--- src/rtl/qdvk_pkg.sv ---
// shared types, codes and helper functions for the quadrature detent value knob
package qdvk_pkg;

    localparam int unsigned ValW  = 32;
    localparam int unsigned StepW = 31;
    localparam int unsigned TpdW  = 4;
    localparam int unsigned CntW  = 5;
    localparam int unsigned CfgIdxW = 3;
    localparam int unsigned WideW = 34;

    localparam logic signed [ValW-1:0]  MinLimitRst = 32'sd0;
    localparam logic signed [ValW-1:0]  MaxLimitRst = 32'sd6553600;
    localparam logic [StepW-1:0]        StepSizeRst = 31'd65536;
    localparam logic [TpdW-1:0]         TpdRst      = 4'd4;
    localparam logic [1:0]              LastCodeRst = 2'b11;

    typedef enum logic [1:0] {
        FUNC_SAMPLE = 2'd0,
        FUNC_SET    = 2'd1,
        FUNC_RESYNC = 2'd2
    } t_func;

    typedef enum logic [1:0] {
        EVT_NONE = 2'd0,
        EVT_INC  = 2'd1,
        EVT_DEC  = 2'd2
    } t_event;

    typedef enum logic [1:0] {
        DIR_NONE = 2'd0,
        DIR_CW   = 2'd1,
        DIR_CCW  = 2'd2,
        DIR_JUMP = 2'd3
    } t_dir;

    typedef enum logic [CfgIdxW-1:0] {
        CFG_MIN_LIMIT = 3'd0,
        CFG_MAX_LIMIT = 3'd1,
        CFG_STEP_SIZE = 3'd2,
        CFG_TPD       = 3'd3,
        CFG_REVERSE   = 3'd4
    } t_cfg_idx;

    // clockwise successor in the 00-01-11-10 gray sequence
    function automatic logic [1:0] cw_next(input logic [1:0] code);
        logic [1:0] nxt;
        unique case (code)
            2'b00: nxt = 2'b01;
            2'b01: nxt = 2'b11;
            2'b11: nxt = 2'b10;
            2'b10: nxt = 2'b00;
            default: nxt = 2'b00;
        endcase
        return nxt;
    endfunction

    function automatic t_dir gray_dir(input logic [1:0] from, input logic [1:0] to);
        t_dir dir;
        if (from == to) begin
            dir = DIR_NONE;
        end else if (to == cw_next(from)) begin
            dir = DIR_CW;
        end else if (from == cw_next(to)) begin
            dir = DIR_CCW;
        end else begin
            dir = DIR_JUMP;
        end
        return dir;
    endfunction

    // clamp a wide value into the range spanned by the two limits
    function automatic logic signed [ValW-1:0] clamp_val(
        input logic signed [WideW-1:0] v,
        input logic signed [ValW-1:0]  lim_a,
        input logic signed [ValW-1:0]  lim_b
    );
        logic signed [ValW-1:0] lo;
        logic signed [ValW-1:0] hi;
        logic signed [ValW-1:0] res;
        if (lim_a > lim_b) begin
            lo = lim_b;
            hi = lim_a;
        end else begin
            lo = lim_a;
            hi = lim_b;
        end
        if (v > WideW'(hi)) begin
            res = hi;
        end else if (v < WideW'(lo)) begin
            res = lo;
        end else begin
            res = v[ValW-1:0];
        end
        return res;
    endfunction

endpackage

--- src/rtl/qdvk_in_if.sv ---
// input channel: one command or pin sample word
interface qdvk_in_if;
    logic                             valid;
    logic                             ready;
    logic [1:0]                       func;
    logic                             pin_a;
    logic                             pin_b;
    logic signed [qdvk_pkg::ValW-1:0] new_value;

    modport source (output valid, output func, output pin_a, output pin_b,
                    output new_value, input ready);
    modport sink   (input valid, input func, input pin_a, input pin_b,
                    input new_value, output ready);
endinterface

--- src/rtl/qdvk_out_if.sv ---
// output channel: one knob result word
interface qdvk_out_if;
    logic                             valid;
    logic                             ready;
    logic signed [qdvk_pkg::ValW-1:0] knob_value;
    logic [1:0]                       detent_event;
    logic                             invalid_step;

    modport source (output valid, output knob_value, output detent_event,
                    output invalid_step, input ready);
    modport sink   (input valid, input knob_value, input detent_event,
                    input invalid_step, output ready);
endinterface

--- src/rtl/quadrature_detent_value_knob.sv ---
// quadrature encoder to clamped q16.16 value knob, top level
//
//  channel  | dir | payload                                  | handshake
//  ---------+-----+------------------------------------------+-------------
//  i_in     | in  | func, pin_a, pin_b, new_value            | valid/ready
//  o_out    | out | knob_value, detent_event, invalid_step   | valid/ready
//  i_cfg_*  | in  | i_cfg_idx, i_cfg_data                    | i_cfg_we only
//
// one word accepted per cycle while o_out is not stalled; its result word appears in the next cycle
// the state update (decode, count, clamp, step, clamp) is a single combinational pass into
// the state registers and the output register
// i_in.ready drops only while a result word sits in o_out and is not taken
// synchronous active-low reset restores the register defaults and last code 11
module quadrature_detent_value_knob (
    input  logic                                  i_clk,
    input  logic                                  i_rst_n,
    qdvk_in_if.sink                               i_in,
    qdvk_out_if.source                            o_out,
    input  logic                                  i_cfg_we,
    input  logic [qdvk_pkg::CfgIdxW-1:0]          i_cfg_idx,
    input  logic [qdvk_pkg::ValW-1:0]             i_cfg_data
);

    // configuration registers
    logic signed [qdvk_pkg::ValW-1:0]  r_min_limit;
    logic signed [qdvk_pkg::ValW-1:0]  r_max_limit;
    logic [qdvk_pkg::StepW-1:0]        r_step_size;
    logic [qdvk_pkg::TpdW-1:0]         r_tpd;
    logic                              r_reverse;

    // decoder state
    logic [1:0]                        r_last_code;
    logic [1:0]                        n_last_code;
    logic signed [qdvk_pkg::CntW-1:0]  r_count;
    logic signed [qdvk_pkg::CntW-1:0]  n_count;
    logic signed [qdvk_pkg::ValW-1:0]  r_held;
    logic signed [qdvk_pkg::ValW-1:0]  n_held;

    // output register
    logic                              r_out_valid;
    logic signed [qdvk_pkg::ValW-1:0]  r_knob;
    logic signed [qdvk_pkg::ValW-1:0]  n_knob;
    qdvk_pkg::t_event                  r_event;
    qdvk_pkg::t_event                  n_event;
    logic                              r_invalid;
    logic                              n_invalid;

    logic                              in_accept;
    logic [1:0]                        code;
    qdvk_pkg::t_dir                    dir;
    logic                              count_up;
    logic signed [qdvk_pkg::CntW:0]    cnt_sum;
    logic signed [qdvk_pkg::CntW:0]    tpd_pos;
    logic                              hit_up;
    logic                              hit_down;
    logic signed [qdvk_pkg::ValW-1:0]  cur_clamped;
    logic signed [qdvk_pkg::WideW-1:0] step_wide;
    logic signed [qdvk_pkg::WideW-1:0] moved;
    logic signed [qdvk_pkg::WideW-1:0] load_wide;
    logic signed [qdvk_pkg::ValW-1:0]  load_clamped;

    // accept when the output slot is empty or being emptied this cycle
    assign i_in.ready = !r_out_valid || o_out.ready;
    assign in_accept  = i_in.valid && i_in.ready;

    assign code = {i_in.pin_a, i_in.pin_b};
    assign dir  = qdvk_pkg::gray_dir(r_last_code, code);

    // reverse flips which gray direction counts upward
    assign count_up = (dir == qdvk_pkg::DIR_CW) ^ r_reverse;
    assign cnt_sum  = {r_count[qdvk_pkg::CntW-1], r_count}
                    + (count_up ? 6'sd1 : -6'sd1);
    assign tpd_pos  = $signed({2'b00, r_tpd});
    assign hit_up   = cnt_sum >= tpd_pos;
    assign hit_down = cnt_sum <= -tpd_pos;

    // reported value and detent base both use the held value clamped to the
    // present limits, since the limits may have moved since it was stored
    assign cur_clamped = qdvk_pkg::clamp_val(qdvk_pkg::WideW'(r_held),
                                             r_min_limit, r_max_limit);
    assign step_wide   = $signed({3'b000, r_step_size});
    assign moved       = hit_up ? qdvk_pkg::WideW'(cur_clamped) + step_wide
                                : qdvk_pkg::WideW'(cur_clamped) - step_wide;

    // one shared clamp for detent steps and value loads
    assign load_wide    = (i_in.func == qdvk_pkg::FUNC_SET)
                        ? qdvk_pkg::WideW'(i_in.new_value) : moved;
    assign load_clamped = qdvk_pkg::clamp_val(load_wide, r_min_limit, r_max_limit);

    always_comb begin
        n_last_code = r_last_code;
        n_count     = r_count;
        n_held      = r_held;
        n_knob      = cur_clamped;
        n_event     = qdvk_pkg::EVT_NONE;
        n_invalid   = 1'b0;
        unique case (i_in.func)
            qdvk_pkg::FUNC_SAMPLE: begin
                unique case (dir)
                    qdvk_pkg::DIR_NONE: begin
                        // unchanged sample, nothing moves
                    end
                    qdvk_pkg::DIR_JUMP: begin
                        n_count     = '0;
                        n_invalid   = 1'b1;
                        n_last_code = code;
                    end
                    qdvk_pkg::DIR_CW, qdvk_pkg::DIR_CCW: begin
                        n_last_code = code;
                        priority if (hit_up) begin
                            n_count = '0;
                            n_held  = load_clamped;
                            n_knob  = load_clamped;
                            n_event = qdvk_pkg::EVT_INC;
                        end else if (hit_down) begin
                            n_count = '0;
                            n_held  = load_clamped;
                            n_knob  = load_clamped;
                            n_event = qdvk_pkg::EVT_DEC;
                        end else begin
                            n_count = cnt_sum[qdvk_pkg::CntW-1:0];
                        end
                    end
                    default: begin
                    end
                endcase
            end
            qdvk_pkg::FUNC_SET: begin
                n_held  = load_clamped;
                n_knob  = load_clamped;
                n_count = '0;
            end
            qdvk_pkg::FUNC_RESYNC: begin
                n_last_code = code;
            end
            default: begin
                // unused code: report only
            end
        endcase
    end

    // state and configuration
    always_ff @(posedge i_clk) begin
        if (!i_rst_n) begin
            r_min_limit <= qdvk_pkg::MinLimitRst;
            r_max_limit <= qdvk_pkg::MaxLimitRst;
            r_step_size <= qdvk_pkg::StepSizeRst;
            r_tpd       <= qdvk_pkg::TpdRst;
            r_reverse   <= 1'b0;
            r_last_code <= qdvk_pkg::LastCodeRst;
            r_count     <= '0;
            r_held      <= '0;
        end else begin
            if (in_accept) begin
                r_last_code <= n_last_code;
                r_count     <= n_count;
                r_held      <= n_held;
            end
            // limit writes also drop any partial detent
            if (i_cfg_we) begin
                unique case (i_cfg_idx)
                    qdvk_pkg::CFG_MIN_LIMIT: begin
                        r_min_limit <= $signed(i_cfg_data);
                        r_count     <= '0;
                    end
                    qdvk_pkg::CFG_MAX_LIMIT: begin
                        r_max_limit <= $signed(i_cfg_data);
                        r_count     <= '0;
                    end
                    qdvk_pkg::CFG_STEP_SIZE: r_step_size <= i_cfg_data[qdvk_pkg::StepW-1:0];
                    qdvk_pkg::CFG_TPD:       r_tpd       <= i_cfg_data[qdvk_pkg::TpdW-1:0];
                    qdvk_pkg::CFG_REVERSE:   r_reverse   <= i_cfg_data[0];
                    default: begin
                    end
                endcase
            end
        end
    end

    // output register: valid is control, the word itself needs no reset
    always_ff @(posedge i_clk) begin
        if (!i_rst_n) begin
            r_out_valid <= 1'b0;
        end else if (in_accept) begin
            r_out_valid <= 1'b1;
        end else if (o_out.ready) begin
            r_out_valid <= 1'b0;
        end
    end

    always_ff @(posedge i_clk) begin
        if (in_accept) begin
            r_knob    <= n_knob;
            r_event   <= n_event;
            r_invalid <= n_invalid;
        end
    end

    assign o_out.valid        = r_out_valid;
    assign o_out.knob_value   = r_knob;
    assign o_out.detent_event = r_event;
    assign o_out.invalid_step = r_invalid;

endmodule

--- src/flat_wrapper.sv ---
// flat-port wrapper written by rule: the top's interface ports become plain ports
module quadrature_detent_value_knob_flat 
  (i_clk, i_rst_n, i_cfg_we, i_cfg_idx, i_cfg_data, i_in_valid, i_in_func, i_in_pin_a, i_in_pin_b, i_in_new_value, i_in_ready, o_out_valid, o_out_knob_value, o_out_detent_event, o_out_invalid_step, o_out_ready);
  qdvk_in_if i_in_i ();
  qdvk_out_if o_out_i ();
  input  logic i_clk;
  input  logic i_rst_n;
  input  logic i_cfg_we;
  input  logic [qdvk_pkg::CfgIdxW-1:0] i_cfg_idx;
  input  logic [qdvk_pkg::ValW-1:0] i_cfg_data;
  input wire logic [$bits(i_in_i.valid)-1:0] i_in_valid;
  input wire logic [$bits(i_in_i.func)-1:0] i_in_func;
  input wire logic [$bits(i_in_i.pin_a)-1:0] i_in_pin_a;
  input wire logic [$bits(i_in_i.pin_b)-1:0] i_in_pin_b;
  input wire logic [$bits(i_in_i.new_value)-1:0] i_in_new_value;
  output wire logic [$bits(i_in_i.ready)-1:0] i_in_ready;
  output wire logic [$bits(o_out_i.valid)-1:0] o_out_valid;
  output wire logic [$bits(o_out_i.knob_value)-1:0] o_out_knob_value;
  output wire logic [$bits(o_out_i.detent_event)-1:0] o_out_detent_event;
  output wire logic [$bits(o_out_i.invalid_step)-1:0] o_out_invalid_step;
  input wire logic [$bits(o_out_i.ready)-1:0] o_out_ready;
  assign i_in_i.valid = i_in_valid;
  assign i_in_i.func = i_in_func;
  assign i_in_i.pin_a = i_in_pin_a;
  assign i_in_i.pin_b = i_in_pin_b;
  assign i_in_i.new_value = i_in_new_value;
  assign i_in_ready = i_in_i.ready;
  assign o_out_valid = o_out_i.valid;
  assign o_out_knob_value = o_out_i.knob_value;
  assign o_out_detent_event = o_out_i.detent_event;
  assign o_out_invalid_step = o_out_i.invalid_step;
  assign o_out_i.ready = o_out_ready;
  quadrature_detent_value_knob u_core (.i_clk(i_clk), .i_rst_n(i_rst_n), .i_in(i_in_i), .o_out(o_out_i), .i_cfg_we(i_cfg_we), .i_cfg_idx(i_cfg_idx), .i_cfg_data(i_cfg_data));
endmodule
--- config.mk ---
export PLATFORM = sky130hd
export DESIGN_NAME = quadrature_detent_value_knob_flat
export DESIGN_NICKNAME = d
export VERILOG_FILES = /design/src/rtl/qdvk_pkg.sv /design/src/rtl/qdvk_in_if.sv /design/src/rtl/qdvk_out_if.sv /design/src/rtl/quadrature_detent_value_knob.sv /design/src/flat_wrapper.sv
export SDC_FILE = /design/constraint.sdc
export NUM_CORES = 1
export LEC_CHECK = 0
export BUFFER_PORTS_ARGS = -buffer_cell sky130_fd_sc_hd__clkbuf_2
export CAP_MARGIN = 20
export CORE_ASPECT_RATIO = 1.2
export CORE_MARGIN = 4
export CORE_UTILIZATION = 45
export CTS_CLUSTER_SIZE = 14
export DETAILED_ROUTE_END_ITERATION = 8
export GPL_TIMING_DRIVEN = 0
export RECOVER_POWER = 50
export SKIP_CTS_REPAIR_TIMING = 1
export SYNTH_ARGS = -nofsm -noshare
export SYNTH_HDL_FRONTEND = slang
export SYNTH_SLANG_ARGS = --single-unit
--- constraint.sdc ---
create_clock -name i_clk -period 14.9 [get_ports i_clk]
set_input_delay 0.745 -clock i_clk [delete_from_list [all_inputs] [get_ports i_clk]]
set_output_delay 0.745 -clock i_clk [all_outputs]
set_load 0.005 [all_outputs]
==> flow_metrics.tcl, run 1 <==
set metrics [dict create \
    die_h_um 214 \
    synthesis.area_um2 16000 \
    regToRegSetupSlack_ns 0.32 \
    design.portCount 113 \
    routabilityCongestion 1.07 \
    synth.lib_cells_used.distinct 86 \
    setup_violations 0 \
    critical_path.most_common_cell "sky130_fd_sc_hd__ha_1" \
    clock_tree_skew_after_final_layout_ns 0.0165 \
    fp.coreArea_um2 35000 \
    setup_ws_ns 0.319 \
    floorplan.initialDensity_pct 45.7 \
    unrepaired_setup_endpoints_after_global_routing "no" \
    average_footprint_of_a_synthesized_cell_um2 7.46 \
    slew_headroom_pct -69.9 \
    critical_register_to_register_path_endpoint "u_core.o_out.knob_value[28]" \
    crit-reg2reg-launch "u_core.r_max_limit[31]" \
    diodes 0 \
    synth-warning-count 0 \
    async_reset_ff_share_pct 0 \
    rows 75 \
    hold_path_cell_cnt 2 \
    antenna_found_initial 0 \
    number_of_global_route_vias_before_repair 16138 \
    post-dp-hpwl_um 57100 \
    globalRouteOverflowTotal 0 \
    grt_use_total_pct 34.5 \
    utilization_pct 50.7 \
    clock_buffer_count_from_cts 17 \
    cp-start-kind "flop" \
    critical_path_peak_fanout 10 \
    die_area_um2 38600 \
    preCtsSetupSlack_ns -0.713 \
    outcome "complete, but fails checks" \
    tightest_slew_ns 2.55 \
    fmax_mhz 68.6 \
    drtPass1Iterations 6 \
    crit_type "flop to flop" \
    ctsLongestPathBuffers 2 \
    synth.net_count 2421 \
    min_from "u_core.r_max_limit[3]" \
    path_delay_family "compound AO/OA/AOI/OAI gates" \
    depth_of_the_cts_h_tree 4 \
    path_buf_inv 7 \
    final_max_tran_viols 38 \
    cap_violations 1 \
    drc 0 \
    hold_violations 0 \
    vias 17041 \
    ff2ff_path_depth 45 \
    drt_iter0_drc 1899 \
    period_share_pct 97.9 \
    fin_cells 2750 \
    syn2layout_area_growth_pct 11.1 \
    grt_first_pass_wirelength_um 101000 \
    number_of_enable_type_register_cells_in_the_synthesized_netlist 35 \
    required_ns 15.13 \
    timing.setup.tns_ns 0 \
    route.final.wire_length_um 69500 \
    synth-seq-cells 175 \
    clock_tree.root_cell "sky130_fd_sc_hd__clkbuf_16" \
    routed_wire_length_per_instance_um 25.3 \
    crit_slowest_cell "sky130_fd_sc_hd__a221oi_1" \
    nature_of_the_critical_path_endpoint "flop" \
    die_width_um 180 \
    via_density_per_instance 6.20 \
    drtAntennaViolNets 0 \
    clock_latency_ns 0.48 \
    post_synth_inst_count 2143 \
    fin_nets 2553 \
    tritoncts_num_sinks 175 \
    cp.arrival_ns 14.81 \
    critical_path.max_stage_delay_ns 0.68 \
    sequential_element_share_of_the_synthesized_area_pct 24.1 \
    filler_cell_count 3584 \
    place.detailed.instances 2718 \
    hold_end "u_core.r_max_limit[3]" \
    cts.reportedPaths.clkPinSlew_ns 0.09 \
    min_path_type "flop to flop" \
    final_period_minus_worst_setup_slack_ns 14.58 \
    synth_flop_cell "sky130_fd_sc_hd__dfxtp_1" \
    failed_checks "capacitance limit, slew limit" \
    drive_above_1_share_pct 8.44 \
    numPortBuffers 111 \
    grt_start_max_net_pins 38 \
    cts_tree "done" \
]
registers in the layout, summed over array words and instances, names as in the netlist:
register and cells:
u_core.o_out.detent_event 2, u_core.o_out.invalid_step 1, u_core.o_out.knob_value 32, u_core.o_out.valid 1, u_core.r_count 5, u_core.r_held 32
u_core.r_last_code 2, u_core.r_max_limit 32, u_core.r_min_limit 32, u_core.r_reverse 1, u_core.r_step_size 31, u_core.r_tpd 4
tightest hold or removal path, cell delays in order, from the launching register on:
cell                      delay [ns]
sky130_fd_sc_hd__dfxtp_1        0.31
sky130_fd_sc_hd__nand2_1        0.05
sky130_fd_sc_hd__a21oi_1        0.05
stage by stage:
stage               hold WS [ns]  instance area [um2]
floorplan                  0.436                16000
global placement           0.444                17100
detailed placement         0.449                17200
CTS                        0.459                17800
global route               0.485                17800
finish                     0.457                17800
kinds of logic (layout without fill, tap and decap cells):
| family | after synthesis | after routing | share of synthesized area (%) |
|---|---|---|---|
| xor+xnor | 61 | 61 | 3.34 |
| flops | 175 | 175 | 24.1 |
| buf+inv | 196 | 341 | 4.64 |
| simple gates | 764 | 764 | 21.6 |
| compound gates | 698 | 698 | 27.4 |
| fa+ha+maj | 204 | 204 | 16.0 |
| mux | 45 | 45 | 2.92 |
cells in the final DEF, fill, tap and decap left out, types with 14 or more instances in the layout:
master / count
sky130_fd_sc_hd__a211oi_1: 19
sky130_fd_sc_hd__a21o_1: 71
sky130_fd_sc_hd__a21oi_1: 260
sky130_fd_sc_hd__a31oi_1: 31
sky130_fd_sc_hd__clkbuf_1: 109
sky130_fd_sc_hd__clkbuf_16: 17
sky130_fd_sc_hd__clkbuf_2: 103
sky130_fd_sc_hd__dfxtp_1: 140
sky130_fd_sc_hd__edfxtp_1: 35
sky130_fd_sc_hd__ha_1: 200
sky130_fd_sc_hd__inv_1: 83
sky130_fd_sc_hd__mux2i_1: 32
sky130_fd_sc_hd__nand2_1: 350
sky130_fd_sc_hd__nand2b_1: 23
sky130_fd_sc_hd__nand3_1: 42
sky130_fd_sc_hd__nand4_1: 40
sky130_fd_sc_hd__nor2_1: 177
sky130_fd_sc_hd__nor2b_1: 23
sky130_fd_sc_hd__nor3_1: 24
sky130_fd_sc_hd__o211ai_1: 42
sky130_fd_sc_hd__o21ai_0: 138
sky130_fd_sc_hd__or3_1: 16
sky130_fd_sc_hd__xnor2_1: 47
sky130_fd_sc_hd__xor2_1: 14
Yosys cell counts (23+ instances only):
cell,count,area share (%)
sky130_fd_sc_hd__inv_1,83,1.9
sky130_fd_sc_hd__nor2b_1,23,0.90
sky130_fd_sc_hd__clkbuf_1,98,2.3
sky130_fd_sc_hd__ha_1,200,16
sky130_fd_sc_hd__edfxtp_1,35,6.6
sky130_fd_sc_hd__o21ai_0,139,4.4
sky130_fd_sc_hd__dfxtp_1,140,18
sky130_fd_sc_hd__nor2_1,178,4.2
sky130_fd_sc_hd__mux2i_1,32,2.0
sky130_fd_sc_hd__a21o_1,71,3.3
sky130_fd_sc_hd__xnor2_1,47,2.6
sky130_fd_sc_hd__a31oi_1,31,1.2
sky130_fd_sc_hd__nand4_1,40,1.6
sky130_fd_sc_hd__nand2_1,350,8.2
sky130_fd_sc_hd__nand3_1,42,1.3
sky130_fd_sc_hd__o211ai_1,42,2.0
sky130_fd_sc_hd__a21oi_1,263,8.2
sky130_fd_sc_hd__nand2b_1,23,0.90
sky130_fd_sc_hd__nor3_1,24,0.75
layer usage:
metal | wire (um) | vias up | share of wire, % | global-route usage (%)
met4 | 4080 | 0 | 5.9 | 18.7
met5 | 0 | - | 0 | 0
met1 | 28500 | 7943 | 41 | 44.4
met3 | 5790 | 201 | 8.3 | 6.07
met2 | 31100 | 854 | 45 | 55.3
li1 | - | 8043 | - | -
how the worst max path moves through the flow:
stage,endpoint,startpoint,cells past startpoint
finish,u_core.o_out.knob_value[28],u_core.r_max_limit[31],45
global route,u_core.o_out.knob_value[28],u_core.r_max_limit[31],45
CTS,u_core.o_out.knob_value[31],u_core.r_max_limit[31],50
detailed placement,u_core.o_out.knob_value[31],u_core.r_max_limit[31],50
global placement,u_core.o_out.knob_value[31],u_core.r_max_limit[31],50
floorplan,u_core.o_out.knob_value[21],u_core.r_max_limit[14],50
layout make-up:
cell class / count / area [um2] / area share, %
Sequential cell: 175 / 3850 / 21.7
Tap cell: 462 / 578 / 3.25
Timing Repair Buffer: 114 / 544 / 3.06
Inverter: 83 / 312 / 1.75
Clock buffer: 17 / 425 / 2.40
Clock inverter: 15 / 184 / 1.04
Buffer: 112 / 447 / 2.51
Multi-Input combinational cell: 1772 / 11400 / 64.3
Power of run 1 is not shown: default switching activity piles up to over one toggle a cycle in this logic, so the estimate is an artifact.
==> run 2, diff against run 1 <==
PLACE_DENSITY = 0.65   (was not set)
clock period = 17.7 ns   (was 14.9 ns; I/O delays follow)
==> flow_metrics.tcl, run 2 (synthesized netlist as in run 1, its figures left out) <==
set metrics [dict create \
    most_used_cells_in_the_layout_excluding_fill_and_tap_cells "350 x sky130_fd_sc_hd__nand2_1, 263 x sky130_fd_sc_hd__a21oi_1, 200 x sky130_fd_sc_hd__ha_1, 178 x sky130_fd_sc_hd__nor2_1, 140 x sky130_fd_sc_hd__dfxtp_1" \
    clock_tree.root_cell "sky130_fd_sc_hd__clkbuf_16" \
    critical_register_to_register_path_endpoint "u_core.o_out.knob_value[20]" \
    min_from "u_core.r_max_limit[23]" \
    routabilityCongestion 1.04 \
    design.portCount 113 \
    antenna_found_initial 2 \
    die_width_um 180 \
    fp.coreArea_um2 35000 \
    route.final.wire_length_um 70200 \
    crit_type "flop to flop" \
    ctsLongestPathBuffers 2 \
    crit-reg2reg-launch "u_core.r_max_limit[31]" \
    floorplan.initialDensity_pct 45.7 \
    drtPass1Iterations 6 \
    hold_end "u_core.r_max_limit[23]" \
    drtAntennaViolNets 0 \
    cap_violations 1 \
    required_ns 17.89 \
    grt_start_max_net_pins 35 \
    globalRouteOverflowTotal 0 \
    final_period_minus_worst_setup_slack_ns 16.47 \
    tightest_slew_ns 2.27 \
    cp.arrival_ns 16.66 \
    failed_checks "capacitance limit, slew limit" \
    syn2layout_area_growth_pct 10.5 \
    hold_violations 0 \
    cts_tree "done" \
    clock_buffer_count_from_cts 17 \
    drt_iter0_drc 1903 \
    final_max_tran_viols 35 \
    die_h_um 214 \
    grt_first_pass_wirelength_um 103000 \
    die_area_um2 38600 \
    via_density_per_instance 6.21 \
    post-dp-hpwl_um 58200 \
    rows 75 \
    crit_slowest_cell "sky130_fd_sc_hd__a2111oi_0" \
    critical_path_peak_fanout 10 \
    slew_headroom_pct -51.1 \
    fin_nets 2553 \
    regToRegSetupSlack_ns 1.23 \
    ff2ff_path_depth 49 \
    setup_violations 0 \
    vias 17094 \
    outcome "complete, but fails checks" \
    clock_tree_skew_after_final_layout_ns 0.0218 \
    drive_above_1_share_pct 7.56 \
    period_share_pct 93.0 \
    timing.setup.tns_ns 0 \
    cp-start-kind "flop" \
    clock_latency_ns 0.48 \
    min_path_type "flop to flop" \
    cts.reportedPaths.clkPinSlew_ns 0.08 \
    number_of_global_route_vias_before_repair 16578 \
    critical_path.max_stage_delay_ns 0.88 \
    depth_of_the_cts_h_tree 4 \
    grt_use_total_pct 35.1 \
    unrepaired_setup_endpoints_after_global_routing "no" \
    tritoncts_num_sinks 175 \
    critical_path.most_common_cell "sky130_fd_sc_hd__a21oi_1" \
    fmax_mhz 60.7 \
    final_common_cell "sky130_fd_sc_hd__nand2_1" \
    nature_of_the_critical_path_endpoint "flop" \
    hold_path_cell_cnt 2 \
    drc 0 \
    numPortBuffers 111 \
    routed_wire_length_per_instance_um 25.5 \
]
==> run 2: cell count changes in the layout (fill, tap and decap cells not counted), sizes merged <==
cell / delta
inv: -1
buf: +1
clkinvlp: +1
diode: +1
clkinv: -1
==> run 2: area by class of cell <==
class | instances | area, um2
Inverter | 83 | 312
Clock inverter | 14 | 126
Multi-Input combinational cell | 1772 | 11400
Sequential cell | 175 | 3850
Tap cell | 462 | 578
Clock buffer | 18 | 429
Fill cell | 3523 | 17300
Buffer | 113 | 430
Timing Repair Buffer | 113 | 541
Antenna cell | 1 | 2.50
==> run 2: worst max-delay path by stage <==
stage                                      start                     endpoint  cells after the start
after CTS                 u_core.r_max_limit[31]  u_core.o_out.knob_value[23]                     48
after global placement    u_core.r_max_limit[31]  u_core.o_out.knob_value[23]                     45
final                     u_core.r_max_limit[31]  u_core.o_out.knob_value[20]                     49
after global routing      u_core.r_max_limit[31]  u_core.o_out.knob_value[31]                     49
after detailed placement  u_core.r_max_limit[31]  u_core.o_out.knob_value[23]                     48
after floorplan           u_core.r_max_limit[14]  u_core.o_out.knob_value[21]                     50
==> run 2: layer usage <==
metal	global-route usage [%]	wire, um	vias to the layer above	part of all wire (%)
met1	44.9	28900	8002	41
met3	7.31	6250	182	8.9
met2	57.5	31600	881	45
met5	0	7	-	0.010
met4	15.4	3550	2	5.1
li1	-	-	8027	-
==> run 2: worst max-delay path, delay by kind of cell (launching register included) <==
| family | cells | cell delay, ns |
|---|---|---|
| buffers and inverters | 9 | 4.08 |
| XOR/XNOR | 1 | 0.16 |
| AND/OR/NAND/NOR | 12 | 2.82 |
| AO/OA/AOI/OAI | 23 | 7.34 |
| adder cells (fa/ha/maj) | 4 | 1.44 |
| flip-flops | 1 | 0.33 |
==> run 2: through the flow <==
step	area (um2)	util [%]	setup WS [ns]	instances	hold WS, ns
floorplan	16000	-	6.57	2143	0.436
global placement	17100	48.9	1.83	2716	0.444
detailed placement	17200	49.0	1.84	2718	0.451
CTS	17700	50.6	1.76	2750	0.460
global route	17700	50.5	0.988	2751	0.481
finish	17700	50.5	1.23	2751	0.457
Power of run 2 is left out for the same reason.
==> run 3, diff against run 2 <==
ABC_AREA = 1   (was not set)
CORE_ASPECT_RATIO = 0.9   (was 1.2)
==> flow_metrics.tcl, run 3 <==
set metrics [dict create \
    critical_path.most_common_cell "sky130_fd_sc_hd__nand2_1" \
    nature_of_the_critical_path_endpoint "flop" \
    routabilityCongestion 1.04 \
    post-dp-hpwl_um 54000 \
    slew_headroom_pct -10.6 \
    depth_of_the_cts_h_tree 4 \
    die_width_um 207 \
    instance_count_on_the_critical_path 58 \
    most_used_cells_in_the_layout_excluding_fill_and_tap_cells "510 x sky130_fd_sc_hd__nand2_1, 299 x sky130_fd_sc_hd__o21ai_0, 295 x sky130_fd_sc_hd__inv_1, 257 x sky130_fd_sc_hd__a21oi_1, 214 x sky130_fd_sc_hd__nor2_1" \
    crit_type "flop to flop" \
    grt_first_pass_wirelength_um 96500 \
    cp-start-kind "flop" \
    crit_path_end "u_core.o_out.knob_value[14]" \
    post-synth-top-area-fraction_pct 17.5 \
    die_area_um2 38600 \
    clock_tree_skew_after_final_layout_ns 0.0181 \
    setup_violations 0 \
    numPortBuffers 110 \
    drive_above_1_share_pct 6.38 \
    sequential_element_share_of_the_synthesized_area_pct 24.1 \
    final_period_minus_worst_setup_slack_ns 14.19 \
    unrepaired_setup_endpoints_after_global_routing "no" \
    post_synth_inst_count 2430 \
    async_reset_ff_share_pct 0 \
    drc 0 \
    drtAntennaViolNets 0 \
    synth.cells.most_frequent "510 x sky130_fd_sc_hd__nand2_1, 299 x sky130_fd_sc_hd__o21ai_0, 295 x sky130_fd_sc_hd__inv_1, 257 x sky130_fd_sc_hd__a21oi_1, 214 x sky130_fd_sc_hd__nor2_1" \
    required_ns 17.91 \
    number_of_enable_type_register_cells_in_the_synthesized_netlist 35 \
    tightest_slew_ns 1.66 \
    grt_use_total_pct 32.9 \
    fmax_mhz 70.5 \
    rows 65 \
    place.detailed.instances 3009 \
    design.portCount 113 \
    synthesis.area_um2 16000 \
    drt_iter0_drc 1902 \
    synth.net_count 2708 \
    post-synth-top-count-cell "sky130_fd_sc_hd__nand2_1" \
    path_delay_family "compound AO/OA/AOI/OAI gates" \
    diodes 0 \
    grt_start_max_net_pins 39 \
    vias 17486 \
    synth-warning-count 0 \
    failed_checks "capacitance limit, slew limit" \
    fp.coreArea_um2 35100 \
    filler_cell_count 3675 \
    cts_tree "done" \
    area_used_by_multi_input_combinational_logic_um2 10600 \
    die_h_um 187 \
    floorplan.initialDensity_pct 45.6 \
    route.final.wire_length_um 65100 \
    via_density_per_instance 5.75 \
    antenna_found_initial 0 \
    fin_nets 2837 \
    routed_wire_length_per_instance_um 21.4 \
    critical_path.max_stage_delay_ns 1.18 \
    synth_flop_cell "sky130_fd_sc_hd__dfxtp_1" \
    period_share_pct 80.2 \
    crit_slowest_cell "sky130_fd_sc_hd__a221oi_1" \
    min_path_type "flop to flop" \
    crit-reg2reg-launch "u_core.r_max_limit[31]" \
    globalRouteOverflowTotal 0 \
    clock_buffer_count_from_cts 17 \
    ff2ff_path_depth 58 \
    outcome "complete, but fails checks" \
    synth_top_cells_by_area "sky130_fd_sc_hd__dfxtp_1 18%, sky130_fd_sc_hd__ha_1 16%, sky130_fd_sc_hd__nand2_1 12%" \
    ctsLongestPathBuffers 2 \
    syn2layout_area_growth_pct 10.3 \
    clock_latency_ns 0.47 \
    number_of_global_route_vias_before_repair 16002 \
    synth.lib_cells_used.distinct 57 \
    fin_cells 3041 \
    cts.reportedPaths.clkPinSlew_ns 0.07 \
    area_used_by_sequential_logic_in_the_layout_um2 3850 \
    average_footprint_of_a_synthesized_cell_um2 6.58 \
    critical_register_to_register_path_endpoint "u_core.o_out.knob_value[14]" \
    clock_tree.root_cell "sky130_fd_sc_hd__clkbuf_16" \
    final_max_tran_viols 39 \
    crit_path_start "u_core.r_max_limit[31]" \
    hold_violations 0 \
    path_buf_inv 13 \
    post-synth-top-area-cell "sky130_fd_sc_hd__dfxtp_1" \
    final_common_cell "sky130_fd_sc_hd__nand2_1" \
    synth-seq-cells 175 \
    cp.arrival_ns 14.40 \
    critical_path_peak_fanout 10 \
    tritoncts_num_sinks 175 \
    cap_violations 1 \
    drtPass1Iterations 7 \
    regToRegSetupSlack_ns 3.51 \
    timing.setup.tns_ns 0 \
]
[run 3: how the worst min path moves through the flow]
stage / cells past startpoint / slack, ns / start / end
3_5_place_dp: 2 / 0.46 / u_core.r_reverse / u_core.r_reverse
3_3_place_gp: 2 / 0.45 / u_core.r_reverse / u_core.r_reverse
2_1_floorplan: 2 / 0.44 / u_core.r_reverse / u_core.r_reverse
6_report: 2 / 0.47 / u_core.r_reverse / u_core.r_reverse
5_1_grt: 2 / 0.50 / u_core.r_reverse / u_core.r_reverse
4_1_cts: 2 / 0.47 / u_core.r_reverse / u_core.r_reverse
[run 3: area by class of cell]
class | instances | share of cell area (%)
buffer | 93 | 2.02
multi-input combinational | 1861 | 60.4
sequential | 175 | 21.9
tap | 469 | 3.33
inverter | 301 | 6.41
clock inverter | 9 | 0.419
clock buffer | 23 | 2.65
timing repair buffer | 110 | 2.95
[run 3: metrics by stage]
stage               utilization, %  area, um2  hold WS, ns  setup slack (ns)
floorplan                        -      16000        0.436              8.54
global route                  50.3      17600        0.497              3.06
global placement              48.8      17100        0.448              4.28
detailed placement            48.8      17100        0.456              4.12
CTS                           50.4      17700        0.466              4.08
finish                        50.3      17600        0.465              3.51
[run 3: cell families (layout without fill, tap and decap cells)]
kind of cell	Yosys count	count (layout)	share of synthesized area, %
and+or+nand+nor	937	937	25.1
adders and majority gates	202	202	15.9
muxes	1	1	0.0861
DFF	175	175	24.1
buffers and inverters	394	536	9.29
AOI/OAI and AO/OA	666	666	22.5
xor gates and xnor gates	55	55	3.01
[run 3: tightest hold or removal path, stage by stage, from the launching register on]
cell and delay [ns]:
sky130_fd_sc_hd__dfxtp_1 0.32, sky130_fd_sc_hd__inv_1 0.05, sky130_fd_sc_hd__a21oi_1 0.05
[run 3: metal layers]
metal | vias to the layer above | wire [um] | track usage, %
li1 | 8447 | - | -
met1 | 8135 | 29500 | 48.9
met4 | 0 | 1490 | 8.62
met5 | - | 0 | 0
met2 | 808 | 27300 | 48.5
met3 | 96 | 6830 | 6.74
Power of run 3 is left out for the same reason.
